===== config.mk =====
export PLATFORM = sky130hd
export DESIGN_NAME = dvbp_ctrl
export DESIGN_NICKNAME = d
export VERILOG_FILES = /design/src/rtl/dvbp_pkg.sv /design/src/rtl/dvbp_ctrl.sv
export SDC_FILE = /design/constraint.sdc
export NUM_CORES = 1
export LEC_CHECK = 0
export BUFFER_PORTS_ARGS = -buffer_cell sky130_fd_sc_hd__clkbuf_2
export CAP_MARGIN = 15
export CORE_MARGIN = 5
export CORE_UTILIZATION = 51
export DETAILED_ROUTE_END_ITERATION = 12
export PLACE_DENSITY = 0.81
export SYNTH_ARGS = -nofsm -noshare
export SYNTH_HDL_FRONTEND = slang
export SYNTH_SLANG_ARGS = --single-unit

===== constraint.sdc =====
create_clock -name clk -period 3.7 [get_ports clk]
set_clock_uncertainty 0.2 [all_clocks]
set_input_delay 0.74 -clock clk [delete_from_list [all_inputs] [get_ports clk]]
set_output_delay 0.74 -clock clk [all_outputs]
set_load 0.05 [all_outputs]

===== src/rtl/dvbp_pkg.sv =====
package dvbp_pkg;

  localparam int MaxBlockBytes = 512;
  localparam int MinBlockBytes = 8;
  localparam int WordBytes     = 8;
  localparam int AddrW         = $clog2(MaxBlockBytes);
  localparam int WordIdxW      = $clog2(MaxBlockBytes / WordBytes);
  localparam int Depth         = MaxBlockBytes / WordBytes;
  localparam int OutW          = 168;

  localparam logic OP_ADD    = 1'b0;
  localparam logic OP_FINISH = 1'b1;

  // Controller to datapath commands
  typedef struct packed {
    logic latch_in;
    logic decide;
    logic load_k;
    logic load_v;
    logic put_step;
    logic items_inc;
    logic emit_start;
    logic load_word;
    logic word_next;
    logic emit_done;
    logic load_report;
  } cmd_t;

  // Datapath to controller status
  typedef struct packed {
    logic do_pre;
    logic do_put;
    logic do_post;
    logic has_items;
    logic put_last;
    logic last_word;
  } stat_t;

  // Encoded length of a varint in bytes
  function automatic logic [2:0] vsize(input logic [31:0] x);
    logic [2:0] n;
    begin
      if (x[31:7] == '0) n = 3'd1;
      else if (x[31:14] == '0) n = 3'd2;
      else if (x[31:21] == '0) n = 3'd3;
      else if (x[31:28] == '0) n = 3'd4;
      else n = 3'd5;
      return n;
    end
  endfunction

endpackage


===== src/rtl/dvbp_ctrl.sv =====
module dvbp_ctrl
  import dvbp_pkg::*;
(
  input  logic  clk,
  input  logic  rst,
  input  logic  s_tvalid,
  output logic  s_tready,
  output logic  m_tvalid,
  input  logic  m_tready,
  input  stat_t stat,
  output cmd_t  cmd
);

  localparam logic [3:0] S_IDLE      = 4'd0;
  localparam logic [3:0] S_DECIDE    = 4'd1;
  localparam logic [3:0] S_PUT_START = 4'd2;
  localparam logic [3:0] S_PUTK      = 4'd3;
  localparam logic [3:0] S_PUTV      = 4'd4;
  localparam logic [3:0] S_EMIT_RD   = 4'd5;
  localparam logic [3:0] S_EMIT_LD   = 4'd6;
  localparam logic [3:0] S_EMIT_WAIT = 4'd7;
  localparam logic [3:0] S_REP_LD    = 4'd8;
  localparam logic [3:0] S_REP_WAIT  = 4'd9;

  logic [3:0] state, state_next;
  logic       post_phase, post_phase_next;
  logic       do_pre, do_pre_next;
  logic       do_put, do_put_next;
  logic       do_post, do_post_next;

  assign s_tready = state == S_IDLE;
  assign m_tvalid = state == S_EMIT_WAIT || state == S_REP_WAIT;

  // Next state and commands
  always_comb begin
    state_next      = state;
    post_phase_next = post_phase;
    do_pre_next     = do_pre;
    do_put_next     = do_put;
    do_post_next    = do_post;
    cmd             = '0;
    unique case (state)
      S_IDLE: begin
        if (s_tvalid) begin
          cmd.latch_in = 1'b1;
          state_next   = S_DECIDE;
        end
      end
      S_DECIDE: begin
        cmd.decide      = 1'b1;
        do_pre_next     = stat.do_pre;
        do_put_next     = stat.do_put;
        do_post_next    = stat.do_post;
        post_phase_next = 1'b0;
        if (stat.do_pre) begin
          cmd.emit_start = 1'b1;
          state_next     = S_EMIT_RD;
        end else if (stat.do_put) state_next = S_PUT_START;
        else state_next = S_REP_LD;
      end
      S_PUT_START: begin
        if (stat.has_items) begin
          cmd.load_k = 1'b1;
          state_next = S_PUTK;
        end else begin
          cmd.load_v = 1'b1;
          state_next = S_PUTV;
        end
      end
      S_PUTK: begin
        cmd.put_step = 1'b1;
        if (stat.put_last) begin
          cmd.load_v = 1'b1;
          state_next = S_PUTV;
        end
      end
      S_PUTV: begin
        cmd.put_step = 1'b1;
        if (stat.put_last) begin
          cmd.items_inc = 1'b1;
          if (do_post) begin
            cmd.emit_start  = 1'b1;
            post_phase_next = 1'b1;
            state_next      = S_EMIT_RD;
          end else if (do_pre) state_next = S_IDLE;
          else state_next = S_REP_LD;
        end
      end
      S_EMIT_RD: state_next = S_EMIT_LD;
      S_EMIT_LD: begin
        cmd.load_word = 1'b1;
        state_next    = S_EMIT_WAIT;
      end
      S_EMIT_WAIT: begin
        if (m_tready) begin
          if (stat.last_word) begin
            cmd.emit_done = 1'b1;
            if (!post_phase && do_put) state_next = S_PUT_START;
            else state_next = S_IDLE;
          end else begin
            cmd.word_next = 1'b1;
            state_next    = S_EMIT_RD;
          end
        end
      end
      S_REP_LD: begin
        cmd.load_report = 1'b1;
        state_next      = S_REP_WAIT;
      end
      S_REP_WAIT: if (m_tready) state_next = S_IDLE;
      default: state_next = S_IDLE;
    endcase
  end

  // State registers
  always_ff @(posedge clk) begin
    if (rst) begin
      state      <= S_IDLE;
      post_phase <= 1'b0;
      do_pre     <= 1'b0;
      do_put     <= 1'b0;
      do_post    <= 1'b0;
    end else begin
      state      <= state_next;
      post_phase <= post_phase_next;
      do_pre     <= do_pre_next;
      do_put     <= do_put_next;
      do_post    <= do_post_next;
    end
  end

  // Never take an item while a beat is pending
  a_no_overlap: assert property (@(posedge clk) disable iff (rst)
    s_tready |-> !m_tvalid) else $error("input taken with beat pending");

  // A stalled beat keeps its state
  a_hold: assert property (@(posedge clk) disable iff (rst)
    (m_tvalid && !m_tready) |=> m_tvalid) else $error("beat dropped");

  // Words follow a load cycle
  a_load: assert property (@(posedge clk) disable iff (rst)
    $rose(state == S_EMIT_WAIT) |-> $past(state) == S_EMIT_LD)
    else $error("word shown without load");

endmodule


# Yosys cells after proc, flatten, opt, wreduce, memory -nomap -nowiden
# Index checks and enable logic that the tools add are counted.
# W data, S select, Z words.
[classes] mux=36 n_eq_ne=15 n_reduce_logical=8
[ops] operator="$pmux W4 S10" n=1
[ops] operator="$mux W4" n=9
[ops] operator="$mux W1" n=17
[ops] operator="$eq A4 B3 Y1 const B" n=4
[ops] operator="$ne A2 B2 Y1 const B" n=6
[ops] operator="$eq A4 B2 Y1 const B" n=2
[ops] operator="$eq A4 B4 Y1 const B" n=2
[ops] operator="$mux W2" n=4
[ops] operator="$mux W3" n=2
[ops] operator="$pmux W1 S2" n=3
[ops] operator="$reduce_and A5 Y1" n=1
[ops] operator="$eq A4 B1 Y1 const B" n=1
[ops] operator="$logic_not A4 Y1" n=1
[ops] operator="$reduce_and A3 Y1" n=1
[ops] operator="$reduce_bool A2 Y1" n=1
[ops] operator="$reduce_or A2 Y1" n=1
[ops] operator="$logic_and A1 B1 Y1" n=1
[ops] operator="$logic_not A1 Y1" n=1
[ops] operator="$logic_or A1 B1 Y1" n=1
[totals] ff_bits=8 output_inout_bits=13 in_bits=10 word_cells=64

# Longest topological paths before layout
# Gate-level depths: netlist of run 1.
[depth] word_depth=6 ltp_mapped=6 mapped_depth_nobuf=4

# Worst setup path after synthesis of run 1
# OpenSTA, ideal clock, no wires.
[synth_timing] path_type="flip-flop to output port" from="register state[2]" to="output cmd[10] in the netlist's numbering" setup_slack_ns=0.040 required_time_ns=2.760 stages_incl_launch_ff=5 t_arrival_ns=2.720 path_buffers=2 cell_sequence="dfxtp_1 > buf_6 > buf_2 > nor4_1 > and2_1"
[synth_rtl] item="from (decl)" line="dvbp_ctrl.sv:25" text="logic [3:0] state, state_next;"
[synth_rtl] item="from (signal assigned)" line="dvbp_ctrl.sv:124" text="state <= state_next;"
[synth_rtl] item="to (decl)" line="dvbp_ctrl.sv:11" text="output cmd_t cmd"

==> key figures, run 1 <==
Status
  – Status: complete, no violations

Place
  – Worst slack, placed: 915 ps
  – RePlAce Congestion: 0.798
  – Port bufs: 22
  – HPWL after DPL: 1290 um

Setup path
  – Slowest CP cell: dfxtp_1
  – Req. time, crit path: 2760 ps
  – Max Fanout on Critical Path: 18
  – CP Launch Type: flip-flop
  – Worst stage delay on the critical path: 620 ps
  – CP Cell Sequence: or4b_1, inv_1, nand2_1, nand2_1, clkbuf_2
  – Kind of end point of the critical path: output pin
  – CP arrival: 2140 ps
  – Most used cell, CP: nand2_1
  – WS Path Type: flip-flop to output pin
  – Crit-path leading delay family: simple AND/OR/NAND/NOR gates
  – Worst path bufs/invs: 2

Power and ir drop
  – Psw: 0.000245 W
  – VDD IR-drop max: 0.000348 V
  – Internal power: 0.000220 W
  – Share of power burned in registers: 31.0%
  – Clock share of power: 13.5%
  – Leak: 0.324 nW
  – Cell Pwr Density: 602 nW/um^2
  – Fraction of power spent switching nets: 52.6%
  – Comb pwr share: 55.5%

Synth
  – Post-Syn Nets: 101
  – Mean Syn Cell Area: 7.29 um^2
  – Count of flip-flops with a built-in enable after synthesis: 0
  – Syn Inst Count: 91
  – Main flop type after synthesis: dfxtp_1
  – Post-synthesis async set-or-reset flop share: 0%
  – Sequential area share after synthesis: 24.2%
  – Synthesized area: 663 um^2
  – Flip-flop and latch count after synthesis: 8
  – Netlist cell types: 36
  – Ys Warns: 0

Global route
  – Gr usage total: 17.3%
  – Initial antenna violation count: 0
  – Vias in the first global route: 632
  – Largest net degree at the start of global routing: 22
  – GR Overflow Total: 0
  – First-pass GRT wire length: 2710 um

Clocking
  – CTS Buf Count: 3
  – Post_cts resized: 0
  – CTS tree: yes
  – # clock sinks: 8
  – Clock latency on the worst-skew pair: 250 ps
  – Setup Fix Bufs, Post-CTS: 0
  – CTS clk-pin slew, worst paths: 50 ps
  – Clock Root Buffer: clkbuf_4
  – Hold_buf cts: 0
  – Htree depth: 1
  – Worst-case clock buffer depth: 2

Drt
  – Vias per cell: 6.10
  – DRC errors left: 0
  – Final ANT Viol Nets: 0
  – Wirelength per Cell: 13.9 um
  – Via count: 750
  – Initial DRC count: 45
  – Post-Route WL: 1720 um
  – Pre-antenna DRT Iters: 4

Floorplanning
  – Starting Density: 52.3%
  – Die ar.: 2120 um^2
  – Die W: 46.1 um
  – Die Y: 46.1 um
  – Core Box Area: 1270 um^2
  – I/O pin count: 23
  – Row count: 13

STA
  – F_max: 0.325 GHz
  – Final hold vios: 0
  – Slew headroom: 59.2%
  – Final TNS setup: 0 ps
  – Final Setup Violations: 0
  – Slew Viols, Final: 0
  – Worst slew pin tran: 611 ps
  – Min Tclk post-route: 3080 ps
  – PnR worst setup slack: 623 ps
  – RSZ-0062 raised after global routing: false
  – Tcrit/Tclk final: 83.2%

Worst hold path
  – Hold Path Class: flip-flop to flip-flop

Final layout
  – Layout area overhead: 16.6%
  – Commonest cells after routing, fill and taps aside: clkbuf_2 (22), nand2_1 (11), nor2_1 (8), dfxtp_1 (8), a21oi_1 (7)
  – Share of cells above drive strength 1: 25.0%
  – Leading cell type in the layout, fill and taps excluded: clkbuf_2
  – Ant. Diodes: 0
  – Nets: 120

Run
  – Max_cap viols: 0
-- cells in the mapped netlist, drive strengths merged, types with 3 or more instances --
cell / instances / share of area, %
nand2: 11 / 6.2
nand3b: 3 / 3.4
a21oi: 7 / 5.3
nor2: 8 / 4.5
o2bb2ai: 3 / 4.0
buf: 4 / 4.0
nor4: 5 / 4.7
inv: 5 / 2.8
nor3: 3 / 3.0
and2: 3 / 2.8
dfxtp: 8 / 24
clkbuf: 4 / 2.3
-- registers in the layout, summed over array words and instances, names as in the netlist --
signal and flops:
post_phase 1, do_pre 1, do_put 1, state 4
do_post 1
-- power groups by stage --
stage,combinational (W),sequential (W),clock [W]
5_1_grt,0.000278,0.000149,0.0000706
2_1_floorplan,0.000244,0.000110,0
3_5_place_dp,0.000257,0.000144,0
4_1_cts,0.000258,0.000142,0.0000665
3_3_place_gp,0.000255,0.000144,0
6_report,0.000258,0.000144,0.0000629
-- layout make-up --
class,count,area [um^2]
Fill cell,122,495
Multi-Input combinational cell,70,443
Sequential cell,8,160
Timing Repair Buffer,22,110
Clock buffer,3,22.5
Inverter,5,18.8
Tap cell,15,18.8
-- path summary, 6_finish.rpt --
| check | from | endpoint | slack [ps] | cells after the start |
|---|---|---|---|---|
| worst max-delay path | state[0] | cmd[4] | 620 | 5 |
| worst min-delay path | do_pre | do_pre | 260 | 2 |
| worst max register to register | state[0] | state[0] | 1630 | 4 |
| worst min register to register | do_pre | do_pre | 260 | 2 |
-- logic make-up (layout without fill, tap and decap cells) --
kind of cell           after synthesis  count (layout)  share of synthesized area [%]
and+or+nand+nor                     44              44                           37.2
AOI/OAI and AO/OA                   23              23                           24.9
buffers and inverters               13              30                           9.06
DFF                                  8               8                           24.2
muxes                                3               3                           4.72
-- worst register-to-register path: stages (launching register included) --
cell and delay [ps]:
dfxtp_1 620, or4b_1 610, inv_1 220, a222oi_1 150
o2bb2ai_1 190
-- per-layer routing --
layer | wire [um] | GRT usage [%] | vias up | share of wire (%)
li1 | - | - | 372 | -
met1 | 765 | 25.3 | 340 | 45
met2 | 807 | 25.3 | 33 | 47
met3 | 116 | 1.56 | 5 | 6.8
met4 | 26 | 7.95 | 0 | 1.5
met5 | 0 | 0 | - | 0
-- per-stage QoR --
step / power, W / std cells / util (%) / hold slack (ps) / cell area (um^2)
CTS: 0.000467 / 123 / 60.9 / 260 / 773
detailed placement: 0.000401 / 120 / 59.2 / 252 / 751
floorplan: 0.000354 / 91 / - / 220 / 663
global route: 0.000498 / 123 / 60.9 / 291 / 773
global placement: 0.000399 / 120 / 59.2 / 250 / 751
finish: 0.000465 / 123 / 60.9 / 259 / 773
No activity file was read; power rests on OpenSTA's default activity.
==> inputs of run 2 (changes only) <==
--- a/config.mk
+++ b/config.mk
@@ -8,9 +8,9 @@
 export BUFFER_PORTS_ARGS = -buffer_cell sky130_fd_sc_hd__clkbuf_2
 export CAP_MARGIN = 15
 export CORE_MARGIN = 5
-export CORE_UTILIZATION = 51
+export CORE_UTILIZATION = 43
 export DETAILED_ROUTE_END_ITERATION = 12
-export PLACE_DENSITY = 0.81
+export PLACE_DENSITY = 0.73
 export SYNTH_ARGS = -nofsm -noshare
 export SYNTH_HDL_FRONTEND = slang
 export SYNTH_SLANG_ARGS = --single-unit
==> constraint.sdc (replaced) <==
create_clock -name clk -period 2.75 [get_ports clk]
set_clock_uncertainty 0.2 [all_clocks]
set_input_delay 0.55 -clock clk [delete_from_list [all_inputs] [get_ports clk]]
set_output_delay 0.55 -clock clk [all_outputs]
set_load 0.05 [all_outputs]
==> key figures, run 2 (synthesis gave the netlist of run 1 again) <==
Status
  – Status: complete, no violations

Global route
  – Initial antenna violation count: 0
  – Largest net degree at the start of global routing: 21
  – First-pass GRT wire length: 3090 um
  – GR Overflow Total: 0
  – Vias in the first global route: 694
  – Gr usage total: 15.7%

Floorplanning
  – Row count: 14
  – Die W: 49.3 um
  – I/O pin count: 23
  – Starting Density: 44.5%
  – Core Box Area: 1490 um^2
  – Die Y: 49.3 um
  – Die ar.: 2430 um^2

Clocking
  – CTS clk-pin slew, worst paths: 50 ps
  – CTS Buf Count: 3
  – Clock Root Buffer: clkbuf_4
  – Worst-case clock buffer depth: 2
  – Htree depth: 1
  – CTS tree: yes
  – # clock sinks: 8
  – Setup Fix Bufs, Post-CTS: 0
  – Clock latency on the worst-skew pair: 270 ps

Setup path
  – Req. time, crit path: 2000 ps
  – CP Cell Sequence: buf_4, inv_1, or3_1, a21boi_1, clkbuf_2
  – R2R cell count: 5
  – Worst reg2reg setup slack: 800 ps
  – WS Path Type: flip-flop to output pin
  – Worst path bufs/invs: 3
  – Kind of end point of the critical path: output pin
  – Max Fanout on Critical Path: 13
  – FF-to-FF End: state[3]
  – CP Depth: 5
  – Slowest CP cell: dfxtp_1
  – Worst stage delay on the critical path: 480 ps
  – CP Launch Type: flip-flop
  – Crit-path leading delay family: buffers and inverters
  – CP arrival: 1880 ps
  – Worst r2r src: state[1]

Run
  – Max_cap viols: 0

STA
  – PnR worst setup slack: 124 ps
  – Min Tclk post-route: 2630 ps
  – Final hold vios: 0
  – Tcrit/Tclk final: 95.5%
  – Final Setup Violations: 0
  – RSZ-0062 raised after global routing: false
  – F_max: 0.381 GHz
  – Final TNS setup: 0 ps
  – Slew headroom: 72.0%
  – Slew Viols, Final: 0
  – Worst slew pin tran: 420 ps

Place
  – Cells after DPL: 125
  – Worst slack, placed: 384 ps
  – RePlAce Congestion: 0.904
  – HPWL after DPL: 1360 um
  – Port bufs: 22
  – Placement Cell Area: 788 um^2

Drt
  – Vias per cell: 6.30
  – Post-Route WL: 1860 um
  – Wirelength per Cell: 14.5 um
  – Pre-antenna DRT Iters: 4
  – DRC errors left: 0
  – Via count: 807
  – Final ANT Viol Nets: 0
  – Initial DRC count: 47

Final layout
  – Fill cells: 146
  – Register area: 160 um^2
  – Largest Register: state
  – Commonest cells after routing, fill and taps aside: clkbuf_2 (21), nand2_1 (11), nor2_1 (8), dfxtp_1 (8), a21oi_1 (7)
  – Share of cells above drive strength 1: 29.5%
  – Post-route insts no fill: 128
  – Area of the multi-input gates: 449 um^2
  – Post-route cell area: 811 um^2
  – Leading cell type in the layout, fill and taps excluded: clkbuf_2
  – Nets: 124
  – Ant. Diodes: 0
  – Layout area overhead: 22.3%
  – Largest register FFs: 4

Power and ir drop
  – VDD IR-drop max: 0.000372 V
  – Leak: 0.345 nW
  – Overall power: 0.000675 W
  – Cell Pwr Density: 833 nW/um^2

Worst hold path
  – Hold path depth: 2
  – Hold Path Class: flip-flop to flip-flop
  – Hold Crit Start: post_phase
  – Hold endpoint: post_phase
run 2: changes by cell type in the layout (fill, tap and decap cells not counted), sizes merged:
cell	change
clkbuf	-1
buf	+5
run 2: report_power, final:
group	leakage, nW	switching, W	internal [W]
Combinational	0.266	0.000281	0.000133
Clock	0.0138	0.0000445	0.0000502
Sequential	0.0652	0.0000298	0.000137
run 2: how the worst max path moves through the flow:
stage,startpoint,endpoint,slack (ps)
3_3_place_gp,state[1],cmd[4],410
2_1_floorplan,state[1],cmd[7],-320
6_report,state[2],m_tvalid,120
5_1_grt,state[2],m_tvalid,10
3_5_place_dp,state[1],cmd[4],380
4_1_cts,state[1],cmd[4],90
run 2: repair_timing:
action / in CTS / in global routing
endpoints found under the setup margin: 0 / 1
hold buffers: 0 / 0
gates resized for setup: 0 / 2
run 2: cell type report:
class | instances | area share, %
sequential | 8 | 19.8
inverter | 5 | 2.31
timing repair buffer | 26 | 17.3
tap | 16 | 2.47
clock buffer | 3 | 2.78
multi-input combinational | 70 | 55.4
run 2: layer usage:
metal | part of all wire, % | vias to the layer above | GRT usage, %
met4 | 0.38 | 0 | 3.14
met5 | 0 | - | 0
met3 | 8.8 | 2 | 5.81
met2 | 49 | 33 | 23.8
met1 | 42 | 393 | 21.1
li1 | - | 379 | -
run 2: per-stage QoR:
| stage | utilization (%) | hold WS, ps |
|---|---|---|
| 2_1_floorplan | - | 220 |
| 3_3_place_gp | 52.9 | 246 |
| 6_report | 54.5 | 266 |
| 3_5_place_dp | 52.9 | 260 |
| 4_1_cts | 54.5 | 268 |
| 5_1_grt | 54.5 | 304 |
run 2: tightest hold or removal path: cells and delay by family, from the launching register on:
family / cells / cell delay [ps]
compound gates: 1 / 60
buf+inv: 1 / 50
flops: 1 / 300
==> inputs of run 3 (changes only) <==
==> constraint.sdc (replaced) <==
create_clock -name clk -period 2.18 [get_ports clk]
set_clock_uncertainty 0.2 [all_clocks]
set_input_delay 0.436 -clock clk [delete_from_list [all_inputs] [get_ports clk]]
set_output_delay 0.436 -clock clk [all_outputs]
set_load 0.05 [all_outputs]
==> key figures, run 3 (synthesis gave the netlist of run 1 again) <==
STA
  – Min Hold Slack: 210 ps
  – Final hold vios: 0
  – Final Setup Violations: 0
  – PnR worst setup slack: 39.0 ps
  – RSZ-0062 raised after global routing: true
  – Slew headroom: 74.8%
  – Tcrit/Tclk final: 98.2%
  – Worst slew pin tran: 374 ps
  – Slew Viols, Final: 0
  – Min Tclk post-route: 2140 ps
  – F_max: 0.467 GHz

Setup path
  – Kind of end point of the critical path: output pin
  – CP arrival: 1500 ps
  – WS Path Type: flip-flop to output pin
  – Req. time, crit path: 1540 ps
  – Max Fanout on Critical Path: 3
  – CP Launch Type: flip-flop

Drt
  – Final ANT Viol Nets: 0
  – Pre-antenna DRT Iters: 5
  – Via count: 825
  – Post-Route WL: 2090 um
  – Vias per cell: 6.02
  – Wirelength per Cell: 15.3 um
  – Initial DRC count: 57
  – DRC errors left: 0

Final layout
  – Utilization after layout: 68.5%
  – Fill cells: 125
  – Ant. Diodes: 0
  – Commonest cells after routing, fill and taps aside: clkbuf_2 (15), nand2_1 (9), clkbuf_4 (8), buf_4 (8)
  – Nets: 133
  – Leading cell type in the layout, fill and taps excluded: clkbuf_2
  – Layout area overhead: 53.8%
  – Share of cells above drive strength 1: 48.8%
  – Largest register FFs: 4
  – Largest Register: state

Clocking
  – Clock latency on the worst-skew pair: 250 ps
  – Worst-case clock buffer depth: 2
  – Htree depth: 1
  – Clock Root Buffer: clkbuf_4
  – CTS clk-pin slew, worst paths: 60 ps
  – Hold_buf cts: 0
  – CTS Buf Count: 3
  – CTS tree: yes
  – # clock sinks: 8

Place
  – RePlAce Congestion: 0.935
  – HPWL after DPL: 1520 um
  – Port bufs: 22
  – Worst slack, placed: 160 ps

Floorplanning
  – Die Y: 49.3 um
  – Core Box Area: 1490 um^2
  – Die ar.: 2430 um^2
  – Row count: 14
  – Die W: 49.3 um
  – I/O pin count: 23
  – Starting Density: 44.5%

Global route
  – Vias in the first global route: 754
  – Initial antenna violation count: 0
  – Gr usage total: 17.0%
  – GR Overflow Total: 0
  – Largest net degree at the start of global routing: 21
  – First-pass GRT wire length: 3370 um

Power and ir drop
  – Overall power: 0.00100 W
  – Cell Pwr Density: 983 nW/um^2
  – VDD IR-drop max: 0.000554 V
  – Leak: 0.417 nW

Status
  – Status: complete, no violations

Worst hold path
  – Hold Path Class: input pin to flip-flop

Run
  – Max_cap viols: 0
run 3: path summary, 6_finish.rpt:
| kind | to | cells after the start | slack (ps) | startpoint |
|---|---|---|---|---|
| max reg2reg | state[3] | 5 | 260 | state[1] |
| max | cmd[4] | 5 | 40 | state[1] |
| min reg2reg | post_phase | 2 | 250 | post_phase |
| min | do_post | 3 | 210 | stat[3] |
run 3: what timing repair did:
action,in CTS,in global routing
endpoints found under the hold margin,0,0
setup endpoints to repair,5,8
resized for setup,8,16
buffers inserted,2,1
run 3: final cells by class:
cell class | count | area, um^2 | share of cell area [%]
clock buffers | 3 | 22.5 | 2.21
inverters | 5 | 22.5 | 2.21
multi-input cells | 70 | 518 | 50.8
flip-flops and latches | 8 | 164 | 16.1
well taps | 16 | 20.0 | 1.96
repair buffers | 35 | 273 | 26.7
run 3: where the power goes:
group	total (W)	switching (W)	leakage [nW]	internal [W]
Clock	0.000110	0.0000474	0.0138	0.0000628
Sequential	0.000199	0.0000225	0.0664	0.000176
Combinational	0.000694	0.000415	0.337	0.000278
run 3: critical path, stage by stage (launching register included):
cell and delay, ps:
dfxtp_2 320, or4b_4 550, clkinvlp_4 110, nand2_2 70
nand2_4 70, buf_8 140
run 3: metrics by stage:
| stage | area [um^2] | cells | setup TNS [ps] |
|---|---|---|---|
| 5_1_grt | 1020 | 137 | -11.9 |
| 6_report | 1020 | 137 | 0 |
| 3_5_place_dp | 905 | 131 | 0 |
| 2_1_floorplan | 736 | 91 | -447 |
| 4_1_cts | 983 | 136 | 0 |
| 3_3_place_gp | 905 | 131 | 0 |
run 3: metal layers:
metal | global-route usage (%) | part of all wire [%] | vias up
met2 | 26.4 | 48 | 39
met3 | 3.06 | 7.3 | 8
met5 | 0 | 0 | -
met1 | 24.0 | 42 | 378
met4 | 4.04 | 2.0 | 0
li1 | - | - | 400
